===== config.mk =====
export PLATFORM = sky130hd
export DESIGN_NAME = tcw_ctrl
export DESIGN_NICKNAME = d
export VERILOG_FILES = /design/src/rtl/tcw_pkg.sv /design/src/rtl/tcw_ctrl.sv
export SDC_FILE = /design/constraint.sdc
export NUM_CORES = 1
export LEC_CHECK = 0
export ABC_AREA = 1
export BUFFER_PORTS_ARGS = -buffer_cell sky130_fd_sc_hd__buf_2
export CAP_MARGIN = 30
export CORE_AREA = 4 4 41 43
export CTS_CLUSTER_SIZE = 25
export DETAILED_ROUTE_END_ITERATION = 10
export DIE_AREA = 0 0 45 47
export PLACE_DENSITY = 0.42
export SLEW_MARGIN = 10
export SYNTH_ARGS = -nofsm -noshare
export SYNTH_HDL_FRONTEND = slang
export SYNTH_SLANG_ARGS = --single-unit

===== constraint.sdc =====
create_clock -name clk_i -period 1.15 [get_ports clk_i]
set_input_delay 0 -clock clk_i [delete_from_list [all_inputs] [get_ports clk_i]]
set_output_delay 0 -clock clk_i [all_outputs]
set_load 0.005 [all_outputs]

===== src/rtl/tcw_pkg.sv =====
// Package for the text console character writer: sizes, codes, item and control types.
`default_nettype none
package tcw_pkg;

  localparam int TEXT_ROWS = 32;
  localparam int TEXT_COLS = 128;
  localparam int DEPTH     = TEXT_ROWS * TEXT_COLS;
  localparam int ROW_W     = $clog2(TEXT_ROWS);
  localparam int COL_W     = $clog2(TEXT_COLS);
  localparam int ADDR_W    = $clog2(DEPTH);

  localparam logic [1:0] CMD_PUT   = 2'd0;
  localparam logic [1:0] CMD_READ  = 2'd1;
  localparam logic [1:0] CMD_CLEAR = 2'd2;

  localparam logic [7:0] CH_BS    = 8'd8;
  localparam logic [7:0] CH_TAB   = 8'd9;
  localparam logic [7:0] CH_NL    = 8'd10;
  localparam logic [7:0] CH_CR    = 8'd13;
  localparam logic [7:0] CH_SPACE = 8'd32;
  localparam logic [7:0] CH_DEL   = 8'd127;

  localparam int TAB_STEP = 4;

  typedef struct packed {
    logic [1:0] cmd;
    logic [7:0] char_code;
    logic [4:0] read_row;
    logic [6:0] read_col;
  } tcw_in_t;

  typedef struct packed {
    logic [7:0] cell_char;
    logic [4:0] pos_row;
    logic [6:0] pos_col;
    logic       scrolled;
  } tcw_out_t;

  // controller to datapath
  typedef struct packed {
    logic accept;
    logic sweep;
    logic sweep_row;
    logic base_adv;
    logic load_out;
  } tcw_ctrl_t;

  // datapath to controller
  typedef struct packed {
    logic scroll_req;
    logic clear_req;
    logic sweep_last;
    logic out_free;
  } tcw_stat_t;

  // physical cell address of a logical row/column through the ring row base
  function automatic logic [ADDR_W-1:0] phys_addr(input logic [ROW_W-1:0] base,
                                                  input logic [ROW_W-1:0] row,
                                                  input logic [COL_W-1:0] col);
    logic [ROW_W:0] s;
    s = {1'b0, base} + {1'b0, row};
    if (32'(s) >= TEXT_ROWS) begin
      s = s - (ROW_W+1)'(TEXT_ROWS);
    end
    return ADDR_W'(32'(s) * TEXT_COLS + 32'(col));
  endfunction

endpackage
`default_nettype wire


===== src/rtl/tcw_ctrl.sv =====
// Controller state machine: accept, row/store clear sweeps, result hand-off.
`default_nettype none
module tcw_ctrl import tcw_pkg::*; (
  input  wire logic      clk_i,
  input  wire logic      rst_ni,
  input  wire logic      in_valid_i,
  output logic           in_ready_o,
  input  wire tcw_stat_t stat_i,
  output tcw_ctrl_t      ctrl_o
);

  localparam logic [2:0] S_INIT = 3'd0;
  localparam logic [2:0] S_IDLE = 3'd1;
  localparam logic [2:0] S_ROW  = 3'd2;
  localparam logic [2:0] S_ALL  = 3'd3;
  localparam logic [2:0] S_FIN  = 3'd4;

  logic [2:0] state_q, state_d;

  always_comb begin
    state_d    = state_q;
    in_ready_o = 1'b0;
    ctrl_o     = '0;
    unique case (state_q)
      S_INIT: begin
        ctrl_o.sweep = 1'b1;
        if (stat_i.sweep_last) begin
          state_d = S_IDLE;
        end
      end
      S_IDLE: begin
        in_ready_o = 1'b1;
        if (in_valid_i) begin
          ctrl_o.accept = 1'b1;
          if (stat_i.clear_req) begin
            state_d = S_ALL;
          end else if (stat_i.scroll_req) begin
            state_d = S_ROW;
          end else begin
            state_d = S_FIN;
          end
        end
      end
      S_ROW: begin
        ctrl_o.sweep     = 1'b1;
        ctrl_o.sweep_row = 1'b1;
        if (stat_i.sweep_last) begin
          ctrl_o.base_adv = 1'b1;
          state_d         = S_FIN;
        end
      end
      S_ALL: begin
        ctrl_o.sweep = 1'b1;
        if (stat_i.sweep_last) begin
          state_d = S_FIN;
        end
      end
      S_FIN: begin
        if (stat_i.out_free) begin
          ctrl_o.load_out = 1'b1;
          state_d         = S_IDLE;
        end
      end
      default: begin
        state_d = S_INIT;
      end
    endcase
  end

  always_ff @(posedge clk_i or negedge rst_ni) begin
    if (!rst_ni) begin
      state_q <= S_INIT;
    end else begin
      state_q <= state_d;
    end
  end

endmodule
`default_nettype wire


Word level (Yosys, flattened, before mapping) --
Cells that the tools add are included.
Operators by class: eq/ne operators 8, mux-type cells 15, reduce and logical (&&, ||, !) cells 4
Operators with widths (number):
- 3-bit two-way mux | 6
- 3-bit case mux with 4 select lines | 1
- 1-bit two-way mux | 7
- 3-bit by 2-bit equality test with 1-bit output (second input constant) | 2
- 2-bit != test (second input constant) | 3
- 4-bit AND reduction | 1
- 3-bit by 1-bit equality test with 1-bit output (second input constant) | 1
- 3-bit equality test (second input constant) | 1
- 3-bit zero test | 1
- 3-bit OR reduction | 1
- 2-bit two-way mux | 1
- 2-bit by 1-bit != test with 1-bit output (second input constant) | 1
- 2-bit OR reduction | 1
Storage, ports and cells: flip-flop bits (word level) 3, input port bits 7, output and inout port bits 6

Logic depth before layout (Yosys ltp) --
depth after elaboration 4, mapped depth 7, depth with buffers taken out 6

Least setup slack after synthesis --
Ideal clock, no wire load.
path kind register to register, start point register state_q[0], end point register state_q[0], arrival time 0.877 ns, data required time 1.033 ns, setup slack 0.156 ns, cell stages (with the launch flop) 8, period minus slack after synthesis 0.994 ns, cell sequence dfrtp_1 > buf_6 > nor2_2 > nand3_2 > nand2_1 > inv_1 > nand3_1 > nand2_1
Between the ends: cells in the longest elaborated chain, start to end 4, elaborated cells on any way between the ends 12, classes of those cells eq/ne: 8; mux: 1; reduce/logical: 3
Ends and longest elaborated chain:
- from (decl) | line tcw_ctrl.sv:18 | logic [2:0] state_q, state_d;
- from (signal assigned) | line tcw_ctrl.sv:74 | state_q <= state_d;
- 3-bit by 2-bit equality test with 1-bit output | line tcw_ctrl.sv:24 | unique case (state_q)
- 2-bit OR reduction (no line)
- 2-bit by 1-bit != test with 1-bit output (no line)
- 4-bit AND reduction (no line)
Parallel ways exist; a longest one is shown, timed or not. A chain may end at the register's enable or synchronous reset.

Worst setup path in the final report --
start point register state_q[0], end point register state_q[1]
Same word-level chain as after synthesis.

==> out/results.tsv <==
metric	value	unit
Synth Area per Inst	6.494	um2
Skew-Pair Late Insertion Delay	0.23	ns
port buffer count	12	
Reg power frac	16.9	%
worst hold-check path type	in -> reg	
Cells after Synth	42	
cell total after placement	70	
post-route setup slack	0.05893	ns
slowest CP cell	dfrtp_2	
row count	13	
CP Capture Point	state_q[1]	
fmax	0.9165	GHz
remaining global-route overflow	0	
Logic pwr share	70.6	%
commonest non-fill, non-tap cell in the layout	buf_2	
HPWL after DPL	610.9	um
reg-to-reg endpoint	state_q[1]	
drt wl/cell	10.23	um
commonest cells after routing, fill and taps aside	12 x buf_2, 7 x buf_4, 5 x inv_1, 5 x nand2_1, 4 x nor2_1	
Hold Violations, Final	0	
initial antenna violation count	0	
R2R depth	5	
CP Capture Type	flop	
Syn Nets	49	
max cap viols	0	
cell taking the most area after synthesis	dfrtp_1	
vias in the first global route	356	
first-pass GRT wire length	1421	um
die area	2115	um2
Switching Fraction	44.41	%
clk slew on worst S/H paths	0.04	ns
min Tclk post-route	1.091	ns
Arr. time, crit path	1.20	ns
max reg flops	3	
Final Instance Area	484.2	um2
first-pass iteration count of the detailed router	4	
synth warn	0	
synth unique cells	15	
Largest regs	state_q (3)	
slowest stage delay, CP	0.44	ns
post-route ant nets	0	
DRC Markers	0	
Final setup viols	0	
Routed WL	839	um
Worst VDD drop	1.195	mV
CP most frequent cell	nand3_1	
Tot Pwr	1.439	mW
largest register by flop count	state_q	
Seq/Total Area, Yosys	27.52	%
Switching Power	0.6388	mW
type of the worst setup path	reg -> reg	
area of placed instances	355.3	um2
kind of start point of the critical path	flop	
CTS tree	built	
top cells by area, synth	dfrtp_1 28%, nand3_1 9.2%, nor2_2 9.2%	
GRT Total Usage	9.558	%
fin crit share	94.88	%
Vias per Instance	4.268	
core area	1301	um2
I/O pins	13	
pwr/cell area	2971	nW/um2
Cell Chain, Critical Path	buf_4, nand2_2, nand3_1, nand3_1, o21bai_1	
Pleak	0.2638	nW
status	complete, no violations	
total negative slack	0	ns
Vias	350	
share of layout cells above drive strength 1	59.70	%
Slew headroom	89.63	%
number of buffers created by CTS	3	
#FFs+latches synth	3	
htree depth	1	
Clk pwr share	12.5	%
skew final	0.002686	ns
WP data required	1.26	ns
Area Growth Syn to Fin	77.52	%
fillers	150	
nets@finish	75	
pre-CTS setup slack	0.06701	ns
pin count of the biggest net entering global routing	8	
Die Span X	45	um
non-filler instance count after layout	82	
final-report max-slew violation count	0	
internal power	0.7997	mW
chip height	47	um
origin of the critical flop-to-flop path	state_q[0]	
Worst Tran Pin Value	0.1556	ns
clock root buffer	clkbuf_4	
Cell Area, Synth	272.8	um2
gp weighted congestion	0.7670	
R2R setup slack	0.06	ns
Clock Path Buffers	2	
post-synth top area share	27.52	%
Critical Path Start	state_q[0]	
n_diodes	0	
clock tree sinks	3	
initial core utilization	20.96	%
RSZ-0062 raised after global routing	true	
crit path max fanout	4	
DR iter-0 viols	9	
stage by stage:
step | hold slack [ns] | util, %
finish | 0.07247 | 37.21
global route | 0.08625 | 37.21
CTS | 0.06867 | 31.73
detailed placement | -0.2035 | 27.31
global placement | -0.2027 | 27.31
floorplan | -0.2956 | -
worst min-delay path by stage:
stage | from | end | slack, ns | cells past startpoint
after floorplan | rst_ni | state_q[0] | -0.30 | 0
after global placement | rst_ni | state_q[1] | -0.20 | 1
after detailed placement | rst_ni | state_q[2] | -0.20 | 1
after CTS | stat_i[3] | state_q[1] | 0.07 | 3
after global routing | rst_ni | state_q[0] | 0.09 | 2
final | stat_i[3] | state_q[1] | 0.07 | 3
synthesized netlist by cell type:
cell	number
a21oi_1	3
buf_6	1
dfrtp_1	3
inv_1	6
inv_2	2
nand2_1	5
nand2_2	2
nand3_1	5
nand3_2	1
nand4_1	2
nor2_1	4
nor2_2	4
nor3_1	2
o21ai_1	1
o21bai_1	1
kinds of logic (layout without fill, tap and decap cells):
| family | Yosys count | count (layout) | synth area share [%] |
|---|---|---|---|
| buf+inv | 9 | 34 | 15.14 |
| simple gates | 25 | 25 | 47.24 |
| flops | 3 | 3 | 27.52 |
| compound gates | 5 | 5 | 10.09 |
power by group through the flow:
stage	Combinational (mW)	Sequential [mW]	Clock (mW)
3_3_place_gp	0.698	0.230	0
5_1_grt	1.14	0.252	0.210
4_1_cts	0.762	0.245	0.189
6_report	1.02	0.243	0.180
2_1_floorplan	0.497	0.209	0
3_5_place_dp	0.686	0.233	0
timing repair:
action	CTS	global route
hold endpoints to repair	3	0
hold buffers	1	0
setup buffers	2	5
setup endpoints to repair	1	8
resized for setup	2	9
pin swaps	1	3
cell type report:
type	count	area (um2)	area share (%)
clock buffer	4	26.28	5.426
inverter	8	30.03	6.202
multi-input combinational	30	186.4	38.50
sequential	3	77.57	16.02
tap	15	18.77	3.876
timing repair buffer	22	145.1	29.97
critical path, delay by kind of cell, from the launching register on:
kind	cells	cell delay [ns]
flip-flops	1	0.44
AND/OR/NAND/NOR	3	0.31
buffers and inverters	1	0.15
AO/OA/AOI/OAI	1	0.07
metal layers:
metal,vias to the layer above,global-route usage [%],wire length [um]
li1,186,-,-
met5,-,0,0
met3,0,1.533,54
met4,0,7.018,0
met2,9,14.97,396
met1,155,11.82,387
No activity file was read; power rests on OpenSTA's default activity.
